### config.mk
export PLATFORM = sky130hd
export DESIGN_NAME = utf8_stream_decoder_core
export DESIGN_NICKNAME = d
export VERILOG_FILES = /design/src/rtl/core/u8d_pkg.sv /design/src/rtl/core/utf8_stream_decoder_core.sv /design/src/rtl/core/u8d_front.sv /design/src/rtl/core/u8d_queue.sv /design/src/rtl/core/u8d_back.sv
export SDC_FILE = /design/constraint.sdc
export NUM_CORES = 1
export LEC_CHECK = 0
export ABC_AREA = 1
export BUFFER_PORTS_ARGS = -buffer_cell sky130_fd_sc_hd__buf_4
export CORE_AREA = 2 2 107 109
export CTS_CLUSTER_DIAMETER = 120
export DETAILED_ROUTE_END_ITERATION = 10
export DIE_AREA = 0 0 109 111
export GPL_TIMING_DRIVEN = 0
export PLACE_DENSITY = 0.81
export SLEW_MARGIN = 5
export SYNTH_ARGS = -nofsm -noshare
export SYNTH_HDL_FRONTEND = slang
export SYNTH_SLANG_ARGS = --single-unit
### constraint.sdc
create_clock -name clk -period 5.3 [get_ports clk]
set_input_delay 1.06 -clock clk [delete_from_list [all_inputs] [get_ports clk]]
set_output_delay 1.06 -clock clk [all_outputs]
set_load 0.005 [all_outputs]
### src/rtl/core/u8d_pkg.sv
// Shared types, codes and helper functions of the UTF-8 stream decoder.
`default_nettype none
package u8d_pkg;

  localparam int QUEUE_DEPTH = 2;

  localparam int CP_W    = 31;
  localparam int STAT_W  = 2;
  localparam int CNT_W   = 3;
  localparam int IN_W    = 8;
  localparam int OUT_W   = 40;

  typedef enum logic [1:0] {
    ST_OK       = 2'd0,
    ST_BAD_LEAD = 2'd1,
    ST_BAD_CONT = 2'd2,
    ST_OVERLONG = 2'd3
  } status_t;

  typedef enum logic [1:0] {
    KIND_ASCII = 2'd0,
    KIND_CONT  = 2'd1,
    KIND_LEAD  = 2'd2,
    KIND_BAD   = 2'd3
  } kind_t;

  // One classified input byte.
  typedef struct packed {
    kind_t      kind;
    logic [2:0] extra;
    logic [6:0] payload;
  } entry_t;

  typedef struct packed {
    logic [CP_W-1:0]   code_point;
    status_t           status;
    logic [CNT_W-1:0]  byte_count;
  } result_t;

  function automatic logic [3:0] lead_ones(input logic [7:0] b);
    logic [3:0] n;
    logic       run;
    n   = 4'd0;
    run = 1'b1;
    for (int i = 7; i >= 0; i--) begin
      if (run && b[i]) begin
        n = n + 4'd1;
      end else begin
        run = 1'b0;
      end
    end
    return n;
  endfunction

  // Largest value of a character of idx+1 bytes.
  function automatic logic [CP_W-1:0] range_top(input logic [2:0] idx);
    logic [CP_W-1:0] r;
    case (idx)
      3'd0:    r = 31'h0000007f;
      3'd1:    r = 31'h000007ff;
      3'd2:    r = 31'h0000ffff;
      3'd3:    r = 31'h001fffff;
      3'd4:    r = 31'h03ffffff;
      default: r = 31'h7fffffff;
    endcase
    return r;
  endfunction

endpackage
`default_nettype wire

### src/rtl/core/utf8_stream_decoder_core.sv
// Top level of the six-byte UTF-8 stream decoder.
// Takes one raw byte per item and returns at most one result per byte: a code point with
// its length on ASCII or a complete sequence, or an error status with its offset. Sustained
// rate is one byte per cycle on both sides while neither side stalls; a byte passes a
// classify register, the entry queue (QueueDepth entries) and the decode/output register,
// in that order. The queue lets the byte side keep going while the result side is held
// for up to QueueDepth plus one items.
`default_nettype none
module utf8_stream_decoder_core #(
  parameter int QueueDepth = u8d_pkg::QUEUE_DEPTH
) (
  input  wire logic         clk,
  input  wire logic         rst,
  input  wire logic         s_tvalid,
  output logic              s_tready,
  input  wire logic [7:0]   s_tdata,   // byte_in[7:0]
  output logic              m_tvalid,
  input  wire logic         m_tready,
  output logic [39:0]       m_tdata    // code_point[30:0], status[32:31], byte_count[35:33]
);

  logic                             push;
  logic                             push_ready;
  u8d_pkg::entry_t                  push_entry;
  logic                             pop_valid;
  logic                             pop;
  u8d_pkg::entry_t                  pop_entry;
  logic [$clog2(QueueDepth+1)-1:0]  level;
  u8d_pkg::result_t                 result;

  u8d_front u_front (
    .clk        (clk),
    .rst        (rst),
    .s_tvalid   (s_tvalid),
    .s_tready   (s_tready),
    .s_tdata    (s_tdata),
    .push       (push),
    .push_entry (push_entry),
    .push_ready (push_ready)
  );

  u8d_queue #(
    .Depth (QueueDepth)
  ) u_queue (
    .clk        (clk),
    .rst        (rst),
    .push       (push),
    .push_entry (push_entry),
    .push_ready (push_ready),
    .pop_valid  (pop_valid),
    .pop_entry  (pop_entry),
    .pop        (pop),
    .level      (level)
  );

  u8d_back u_back (
    .clk       (clk),
    .rst       (rst),
    .pop_valid (pop_valid),
    .pop_entry (pop_entry),
    .pop       (pop),
    .m_tvalid  (m_tvalid),
    .m_tready  (m_tready),
    .result    (result)
  );

  assign m_tdata = {4'd0, result.byte_count, result.status, result.code_point};

  a_level_bound: assert property (@(posedge clk) disable iff (rst)
    level <= ($clog2(QueueDepth+1))'(QueueDepth))
    else $error("queue level above depth");

  a_err_no_cp: assert property (@(posedge clk) disable iff (rst)
    m_tvalid && result.status != u8d_pkg::ST_OK |-> result.code_point == '0)
    else $error("error result carries a code point");

  a_ok_count: assert property (@(posedge clk) disable iff (rst)
    m_tvalid && result.status == u8d_pkg::ST_OK |->
      result.byte_count != 3'd0 && result.byte_count != 3'd7)
    else $error("ok result with bad length");

  a_lead_count: assert property (@(posedge clk) disable iff (rst)
    m_tvalid && result.status == u8d_pkg::ST_BAD_LEAD |-> result.byte_count == 3'd0)
    else $error("bad lead with nonzero offset");

endmodule
`default_nettype wire

### src/rtl/core/u8d_front.sv
// Front stage: accept raw bytes and classify them into queue entries.
`default_nettype none
module u8d_front (
  input  wire logic          clk,
  input  wire logic          rst,
  input  wire logic          s_tvalid,
  output logic               s_tready,
  input  wire logic [7:0]    s_tdata,
  output logic               push,
  output u8d_pkg::entry_t    push_entry,
  input  wire logic          push_ready
);

  logic            f_valid;
  u8d_pkg::entry_t f_entry;
  u8d_pkg::entry_t f_entry_next;
  logic [3:0]      ones;

  always_comb begin
    ones                 = u8d_pkg::lead_ones(s_tdata);
    f_entry_next.extra   = 3'(ones - 4'd1);
    f_entry_next.payload = 7'd0;
    if (ones == 4'd0) begin
      f_entry_next.kind    = u8d_pkg::KIND_ASCII;
      f_entry_next.payload = s_tdata[6:0];
    end else if (ones == 4'd1) begin
      f_entry_next.kind    = u8d_pkg::KIND_CONT;
      f_entry_next.payload = {1'b0, s_tdata[5:0]};
    end else if (ones > 4'd6) begin
      f_entry_next.kind    = u8d_pkg::KIND_BAD;
    end else begin
      f_entry_next.kind    = u8d_pkg::KIND_LEAD;
      f_entry_next.payload = s_tdata[6:0] & (7'h7f >> ones);
    end
  end

  assign s_tready   = !f_valid || push_ready;
  assign push       = f_valid && push_ready;
  assign push_entry = f_entry;

  always_ff @(posedge clk) begin
    if (rst) begin
      f_valid <= 1'b0;
    end else if (s_tready) begin
      f_valid <= s_tvalid;
    end
    if (s_tready && s_tvalid) begin
      f_entry <= f_entry_next;
    end
  end

endmodule
`default_nettype wire

### src/rtl/core/u8d_queue.sv
// Short FIFO of classified entries between front and back.
`default_nettype none
module u8d_queue #(
  parameter int Depth = u8d_pkg::QUEUE_DEPTH
) (
  input  wire logic                   clk,
  input  wire logic                   rst,
  input  wire logic                   push,
  input  wire u8d_pkg::entry_t        push_entry,
  output logic                        push_ready,
  output logic                        pop_valid,
  output u8d_pkg::entry_t             pop_entry,
  input  wire logic                   pop,
  output logic [$clog2(Depth+1)-1:0]  level
);

  localparam int AW = (Depth > 1) ? $clog2(Depth) : 1;
  localparam int LW = $clog2(Depth + 1);

  u8d_pkg::entry_t mem [Depth];
  logic [AW-1:0]   wr_ptr;
  logic [AW-1:0]   rd_ptr;
  logic [LW-1:0]   count;

  assign push_ready = count != LW'(Depth);
  assign pop_valid  = count != '0;
  assign pop_entry  = mem[rd_ptr];
  assign level      = count;

  always_ff @(posedge clk) begin
    if (rst) begin
      wr_ptr <= '0;
      rd_ptr <= '0;
      count  <= '0;
    end else begin
      if (push) begin
        wr_ptr <= (wr_ptr == AW'(Depth - 1)) ? '0 : wr_ptr + AW'(1);
      end
      if (pop) begin
        rd_ptr <= (rd_ptr == AW'(Depth - 1)) ? '0 : rd_ptr + AW'(1);
      end
      if (push && !pop) begin
        count <= count + LW'(1);
      end else if (pop && !push) begin
        count <= count - LW'(1);
      end
    end
    if (push) begin
      mem[wr_ptr] <= push_entry;
    end
  end

endmodule
`default_nettype wire

### src/rtl/core/u8d_back.sv
// Back stage: sequence state, overlong check and output register.
`default_nettype none
module u8d_back (
  input  wire logic              clk,
  input  wire logic              rst,
  input  wire logic              pop_valid,
  input  wire u8d_pkg::entry_t   pop_entry,
  output logic                   pop,
  output logic                   m_tvalid,
  input  wire logic              m_tready,
  output u8d_pkg::result_t       result
);

  logic [2:0]                  bytes_left;
  logic [2:0]                  extra_total;
  logic [u8d_pkg::CP_W-1:0]    accumulated;
  logic [2:0]                  bytes_left_next;
  logic [2:0]                  extra_total_next;
  logic [u8d_pkg::CP_W-1:0]    accumulated_next;
  logic                        emit;
  u8d_pkg::result_t            result_next;
  logic [u8d_pkg::CP_W-1:0]    acc_shift;
  logic                        advance;

  assign advance   = !m_tvalid || m_tready;
  assign pop       = pop_valid && advance;
  assign acc_shift = {accumulated[u8d_pkg::CP_W-7:0], pop_entry.payload[5:0]};

  always_comb begin
    bytes_left_next  = bytes_left;
    extra_total_next = extra_total;
    accumulated_next = accumulated;
    emit             = 1'b0;
    result_next      = '0;
    if (bytes_left == 3'd0) begin
      case (pop_entry.kind)
        u8d_pkg::KIND_ASCII: begin
          emit                   = 1'b1;
          result_next.code_point = u8d_pkg::CP_W'(pop_entry.payload);
          result_next.status     = u8d_pkg::ST_OK;
          result_next.byte_count = 3'd1;
        end
        u8d_pkg::KIND_LEAD: begin
          extra_total_next = pop_entry.extra;
          bytes_left_next  = pop_entry.extra;
          accumulated_next = u8d_pkg::CP_W'(pop_entry.payload);
        end
        default: begin
          emit               = 1'b1;
          result_next.status = u8d_pkg::ST_BAD_LEAD;
        end
      endcase
    end else if (pop_entry.kind != u8d_pkg::KIND_CONT) begin
      emit                   = 1'b1;
      result_next.status     = u8d_pkg::ST_BAD_CONT;
      result_next.byte_count = extra_total - bytes_left + 3'd1;
      bytes_left_next        = 3'd0;
      extra_total_next       = 3'd0;
      accumulated_next       = '0;
    end else if (bytes_left == 3'd1) begin
      emit                   = 1'b1;
      result_next.byte_count = extra_total + 3'd1;
      if (acc_shift <= u8d_pkg::range_top(extra_total - 3'd1)) begin
        result_next.status     = u8d_pkg::ST_OVERLONG;
      end else begin
        result_next.status     = u8d_pkg::ST_OK;
        result_next.code_point = acc_shift;
      end
      bytes_left_next  = 3'd0;
      extra_total_next = 3'd0;
      accumulated_next = '0;
    end else begin
      bytes_left_next  = bytes_left - 3'd1;
      accumulated_next = acc_shift;
    end
  end

  always_ff @(posedge clk) begin
    if (rst) begin
      bytes_left  <= 3'd0;
      extra_total <= 3'd0;
      accumulated <= '0;
      m_tvalid    <= 1'b0;
    end else begin
      if (pop) begin
        bytes_left  <= bytes_left_next;
        extra_total <= extra_total_next;
        accumulated <= accumulated_next;
      end
      if (advance) begin
        m_tvalid <= pop && emit;
      end
    end
    if (pop && emit) begin
      result <= result_next;
    end
  end

endmodule
`default_nettype wire

* Yosys cells after proc, flatten, opt, wreduce, memory -nomap -nowiden *
Memories as Yosys holds them, arrays and structs flattened. A register that Yosys moved wholly into a read port is not among the register bits.
Index checks and enable logic that the tools add are counted.

cells by class
  $add $sub $neg = 17
  order comparisons = 2
  eq/ne operators = 10
  shift-type cells = 1
  mux-type cells = 56
  bitwise logic cells = 1
  reductions and logical operators = 30

operators by type and width
  cell                   count
  $mux W31               5
  $pmux W31 S5           1
  $mux W25               4
  $mux W36               2
  $le A31 B31 Y1         1
  $add A4 B1 Y4 const B  7
  $mux W4                7
  $mux W7                4
  $mux W1                22
  $mux W3                7
  $logic_and A1 B1 Y1    13
  $sub A3 B1 Y3 const B  3
  $and A7 B7 Y7          1
  $shr A7 B4 Y7 const A  1
  $add A3 B1 Y3 const B  2
  $eq A3 B1 Y1 const B   2
  $eq A3 B2 Y1 const B   2
  $logic_not A3 Y1       2
  $mux W2                3
  $mux W5                1
  $eq A4 B1 Y1 const B   1
  $gt A4 B3 Y1 const B   1
  $logic_not A1 Y1       4
  $logic_not A4 Y1       1
  15 further kinds       20

storage, ports and cells
  flip-flop bits (word level) = 85
  bits in writable memories = 24
  input bits = 12
  output and inout bits = 42
  word-level logic and storage cells = 133
  memories kept = 1

memories
  memory       words  bits a word  rd ports  clocked after Yosys merged registers in  write ports  RTL line         source
  u_queue.mem  2      12           1         1                                        1            u8d_queue.sv:20  u8d_pkg::entry_t mem [Depth];

* Longest topological paths before layout *
  depth in word-level cells = 20
  depth in mapped cells = 27
  depth with buffers taken out = 27

* Hierarchy *
From an unflattened synthesis, not the netlist that was laid out.

second synthesis, totals
  cell total of the unflattened synthesis = 625
  area total of the unflattened synthesis = 5881.9 sq um

by module, submodules not included
  module                    instances  cells each  area an instance (sq um)  sequential area each (sq um)
  u8d_back                  1          395         3467.1                    1721.7
  u8d_front                 1          155         1249.9                    380.4
  u8d_queue                 1          70          1131.1                    820.8
  utf8_stream_decoder_core  1          5           33.8                      0.0

* Worst setup path after synthesis *
OpenSTA, ideal clock, no wires.

  kind = input port to flip-flop
  start = input s_tdata[7]
  end = register u_front.f_entry (netlist bit u_front.push_entry[10]) (data pin)
  setup time = 0.255 ns
  data arrival time = 4.745 ns
  data required time = 5.045 ns
  slack = 0.299 ns
  cell stages on the path = 25
  buffers on the path = 0
  cells stage by stage = nand2_1 > inv_1 > ha_1 > nor2_1 > nor2_1 > ha_1 > inv_1 > o21ai_0 > ha_1 > or2_2 > nand2_1 > inv_1 > ha_1 > nand3_1 > nand2_1 > ha_1 > nand2_1 > nand2_1 > ha_1 > or2_2 > nand2_1 > ha_1 > nand2_1 > nor2_1 > a21oi_2

on the way
  word-level cells in the longest chain between the ends = 18
  elaborated cells on any way between the ends = 34
  those cells by class = add/sub (7); order compare (1); eq/ne (1); mux (17); reduce/logical (8)

RTL lines
  what                                                  RTL line                        source
  from (decl)                                           utf8_stream_decoder_core.sv:16  input wire logic [7:0] s_tdata,
  $mux W1                                               u8d_pkg.sv:46                   if (run && b[i]) begin
  $add A4 B1 Y4 or $logic_and A1 B1 Y1 (tied branches)  u8d_pkg.sv:47, u8d_pkg.sv:46
  $mux W4 or $mux W1 (tied branches)                    u8d_pkg.sv:46
  $add A4 B1 Y4 or $logic_and A1 B1 Y1 (tied branches)  u8d_pkg.sv:47, u8d_pkg.sv:46
  $mux W4 or $mux W1 (tied branches)                    u8d_pkg.sv:46
  $add A4 B1 Y4 or $logic_and A1 B1 Y1 (tied branches)  u8d_pkg.sv:47, u8d_pkg.sv:46
  $mux W4 or $mux W1 (tied branches)                    u8d_pkg.sv:46
  $add A4 B1 Y4 or $logic_and A1 B1 Y1 (tied branches)  u8d_pkg.sv:47, u8d_pkg.sv:46
  [... 2 more ...]                                      -
  $mux W4 or $mux W1 (tied branches)                    u8d_pkg.sv:46
  $add A4 B1 Y4 or $logic_and A1 B1 Y1 (tied branches)  u8d_pkg.sv:47, u8d_pkg.sv:46
  $mux W4 or $mux W1 (tied branches)                    u8d_pkg.sv:46
  $add A4 B1 Y4 or $logic_and A1 B1 Y1 (tied branches)  u8d_pkg.sv:47, u8d_pkg.sv:46
  $mux W4 *                                             u8d_pkg.sv:46
  $gt A4 B3 Y1                                          u8d_front.sv:29                 end else if (ones > 4'd6) begin
  $mux W1                                               u8d_front.sv:29
  $mux W1                                               u8d_front.sv:26                 end else if (ones == 4'd1) begin
  to (signal assigned)                                  u8d_front.sv:48                 f_entry <= f_entry_next;
  to (decl)                                             u8d_front.sv:15                 u8d_pkg::entry_t f_entry;

Mark *: on every way between the ends. The rest lies on a longest branch, timed or not.
A chain may end at the register's enable or synchronous reset.

* Final worst setup path *
  start = input s_tdata[6]
  end = register u_front.f_entry (netlist bit u_front.push_entry[10]) (data pin)

on the way
  word-level cells in the longest chain between the ends = 17
  elaborated cells on any way between the ends = 31
  those cells by class = add/sub (6); order compare (1); eq/ne (1); mux (15); reduce/logical (8)

RTL lines
  what                                                  RTL line
  $logic_and A1 B1 Y1 *                                 u8d_pkg.sv:46
  $mux W4 or $mux W1 (tied branches)                    u8d_pkg.sv:46
  $add A4 B1 Y4 or $logic_and A1 B1 Y1 (tied branches)  u8d_pkg.sv:47, u8d_pkg.sv:46
  $mux W4 or $mux W1 (tied branches)                    u8d_pkg.sv:46
  $add A4 B1 Y4 or $logic_and A1 B1 Y1 (tied branches)  u8d_pkg.sv:47, u8d_pkg.sv:46
  $mux W4 or $mux W1 (tied branches)                    u8d_pkg.sv:46
  $add A4 B1 Y4 or $logic_and A1 B1 Y1 (tied branches)  u8d_pkg.sv:47, u8d_pkg.sv:46
  $mux W4 or $mux W1 (tied branches)                    u8d_pkg.sv:46
  $add A4 B1 Y4 or $logic_and A1 B1 Y1 (tied branches)  u8d_pkg.sv:47, u8d_pkg.sv:46
  $mux W4 or $mux W1 (tied branches)                    u8d_pkg.sv:46
  $add A4 B1 Y4 or $logic_and A1 B1 Y1 (tied branches)  u8d_pkg.sv:47, u8d_pkg.sv:46
  $mux W4 or $mux W1 (tied branches)                    u8d_pkg.sv:46
  $add A4 B1 Y4 or $logic_and A1 B1 Y1 (tied branches)  u8d_pkg.sv:47, u8d_pkg.sv:46
  $mux W4 *                                             u8d_pkg.sv:46
  $gt A4 B3 Y1                                          u8d_front.sv:29
  $mux W1                                               u8d_front.sv:29
  $mux W1                                               u8d_front.sv:26

Marked as above.

==> results_dict.tcl <==
set metrics [dict create \
    outcome "complete, no violations" \
    synthAdderAreaFrac_pct 10.2 \
    antenna_cells 0 \
    worstSkewPairLatency_ns 0.35 \
    synth_compound_area_share_pct 9.69 \
    overflow 0 \
    grt_max_degree 38 \
    final_core_util_pct 59.7 \
    synth_cell_type_count 41 \
    rows 39 \
    synthXorXnorAreaFrac_pct 1.06 \
    worst_ep_required_time_ns 5.41 \
    start_util_pct 52.2 \
    dp_hpwl_mm 8.61 \
    antenna_found_initial 0 \
    drc 0 \
    seqCellArea_mm2 0.00292 \
    layout-drive-gt1-share_pct 16.0 \
    cp_max_fo 5 \
    fin_skew_ns 0.00859 \
    setup_tns_ns 0 \
    power.total_mw 3.14 \
    drt_first_pass_iters 5 \
    cp-start-kind "input pin" \
    vias_per_cell 5.28 \
    multi_input_area_mm2 0.00242 \
    die_w_um 109 \
    cap_violations 0 \
    worst_slew_pin_slew_ns 1.02 \
    routabilityCongestion 0.912 \
    cpPeakStageDelay_ns 0.32 \
    comb_power_share_pct 38.5 \
    switchingPower_mw 1.15 \
    synthMuxAreaShare_pct 0 \
    core_mm2 0.0111 \
    vdd_drop_max_uv 259 \
    drt-initial-drc-count 199 \
    die-area_mm2 0.0121 \
    area_growth_syn_to_layout_pct 14.4 \
    grt_pass1_vias 4314 \
    cts_buffer_depth 2 \
    p_seq_share_pct 42.2 \
    grt_pass1_wl_mm 18.9 \
    powerDensity_mw_per_mm2 475 \
    vias 4450 \
    ys.warnings.count 0 \
    htreeDepth 3 \
    syn_inst 633 \
    clockRootBuffer "clkbuf_16" \
    synthSimpleGateAreaFrac_pct 20.4 \
    cts_tree "yes" \
    wirelength_mm 11.4 \
    ioPinCount 54 \
    routedWlPerCell_um 13.5 \
    syn_area_per_cell_um2 9.14 \
    grt_usage_pct 19.7 \
    met1Wirelength_mm 4.37 \
    critPathTopFamily "adder cells" \
    path_class "in -> reg" \
    layout_min_cycle_time_ns 5.03 \
    cp.arrival_ns 5.14 \
    end_kind "flop" \
    setup_viol 0 \
    layout.nets 754 \
    ant_nets 0 \
    netlist_area_mm2 0.00578 \
    cts_hold_buf 0 \
    power.internal_mw 1.99 \
    clk_pin_slew_ns 0.07 \
    fin_area_mm2 0.00662 \
    yosysSeqAreaShare_pct 50.5 \
    io_buffers 48 \
    synth_top_family_by_area "simple AND/OR/NAND/NOR gates" \
    power.share.switching_pct 36.5 \
    fmax_mhz 199 \
    n_fill_cell 935 \
    power_frac_clock_pct 19.3 \
    ys_ff_latch 110 \
    hold_class "reg -> reg" \
    crit_buf_inv 4 \
    met2_wirelength_mm 5.90 \
    slew_violations 0 \
    wl_met3_um 521 \
    cp_slowest_cell "or2_2" \
    cts_buffers 9 \
    leakagePower_nw 2.77 \
    fin_crit_sh_pct 95.0 \
    cts_sinks 110 \
    hold_viol_final 0 \
    place_area_mm2 0.00633 \
    maxSlewHeadroom_pct 31.8 \
    fp.dieH_um 111 \
    top_layer_used "met4" \
]
stage by stage:
stage               hold WS [ns]  worst slack, ns  instances
finish                     0.448            0.267        843
detailed placement         0.432           -0.243        827
CTS                        0.448            0.138        843
floorplan                  0.421            0.299        636
global route               0.458         -0.00437        843
global placement           0.422          -0.0415        827
power groups by stage:
stage	Combinational [mW]	Clock, mW	Sequential (mW)
3_5_place_dp	1.20	0	1.35
5_1_grt	1.36	0.646	1.35
4_1_cts	1.21	0.615	1.33
6_report	1.21	0.606	1.33
3_3_place_gp	1.15	0	1.34
2_1_floorplan	0.751	0	1.34
sequential cells by signal, summed over array words and instances (netlist names), named ones only:
| name | count |
|---|---|
| u_back.bytes_left | 3 |
| u_queue.wr_ptr | 1 |
| u_back.result | 36 |
| u_back.extra_total | 3 |
| u_back.accumulated | 25 |
| u_queue.mem | 24 |
| u_front.push_entry | 12 |
| u_front.f_valid | 1 |
| u_back.m_tvalid | 1 |
| u_queue.rd_ptr | 1 |
| u_queue.level | 2 |
layout by cell type (no fill, tap or decap), types with 7 or more instances in the layout:
| cell | count |
|---|---|
| a211oi_1 | 8 |
| a21oi_1 | 52 |
| buf_4 | 54 |
| clkbuf_1 | 7 |
| clkbuf_16 | 9 |
| dfxtp_1 | 38 |
| edfxtp_1 | 72 |
| ha_1 | 46 |
| inv_1 | 84 |
| inv_2 | 8 |
| nand2_1 | 115 |
| nand3_1 | 22 |
| nand4_1 | 10 |
| nor2_1 | 71 |
| o21ai_0 | 23 |
path summary, 6_finish.rpt:
path / from / to / slack, ns / cells past startpoint
setup reg to reg: u_back.extra_total[0] / u_back.result[8] / 1.77 / 15
hold reg to reg: u_front.push_entry[11] / u_queue.mem[0][11] / 0.45 / 0
setup / recovery: s_tdata[6] / u_front.push_entry[10] / 0.27 / 26
hold / removal: u_front.push_entry[11] / u_queue.mem[0][11] / 0.45 / 0
kinds of logic (layout without fill, tap and decap cells):
kind of cell,after synthesis,after routing
other,1,4
buffers and inverters,110,174
and+or+nand+nor,259,259
xor gates and xnor gates,7,7
adders and majority gates,47,47
DFF,110,110
AOI/OAI and AO/OA,99,99
layout make-up:
| type | instances | area share [%] |
|---|---|---|
| plain buffers | 18 | 1.85 |
| clock buffers | 10 | 3.46 |
| clock inverters | 6 | 0.586 |
| inverters | 92 | 5.22 |
| multi-input cells | 416 | 36.6 |
| flip-flops and latches | 110 | 44.2 |
| well taps | 143 | 2.70 |
| repair buffers | 48 | 5.45 |
cells in the mapped netlist:
cell      number  share of area, %
clkbuf_1       6              0.39
or2_2          6              0.65
buf_4          6              0.78
nor2_1        71               4.6
o211a_1        1              0.17
a21oi_1       52               4.5
nand2_1      116               7.5
a21oi_2        1              0.15
nand3_4        1              0.30
edfxtp_1      72                37
nand3b_1       1              0.13
nand2_2        5              0.54
ha_1          47                10
o211ai_1       4              0.52
xor2_1         5              0.76
nor3_2         1              0.17
or2_1          4              0.43
nand3_1       22               1.9
a211oi_1       8               1.0
dfxtp_1       38                13
nand3_2        1              0.17
nand4_2        1              0.22
nor4_1         4              0.43
buf_6          4              0.78
nor2_4         6               1.2
o31ai_1        2              0.26
or2_0          1              0.11
xnor2_1        2              0.30
nand4_1       10               1.1
a31oi_1        2              0.22
nor3_1         6              0.52
buf_2          2              0.17
nor3b_2        1              0.22
nor2_2         2              0.22
inv_1         85               5.5
o22ai_1        2              0.22
o21ai_2        3              0.45
conb_1         1             0.065
inv_2          7              0.45
a32o_1         1              0.17
o21ai_0       23               2.0
per-layer routing:
layer	GRT usage [%]	up-vias
met3	3.82	56
li1	-	2232
met1	21.1	2032
met5	0	-
met4	12.6	0
met2	34.7	130
what timing repair did:
item / CTS / global route
setup endpoints to repair: 0 / 5
gates resized for setup: 0 / 3
buffers inserted: 0 / 0
(Power assumes the default switching activity.)
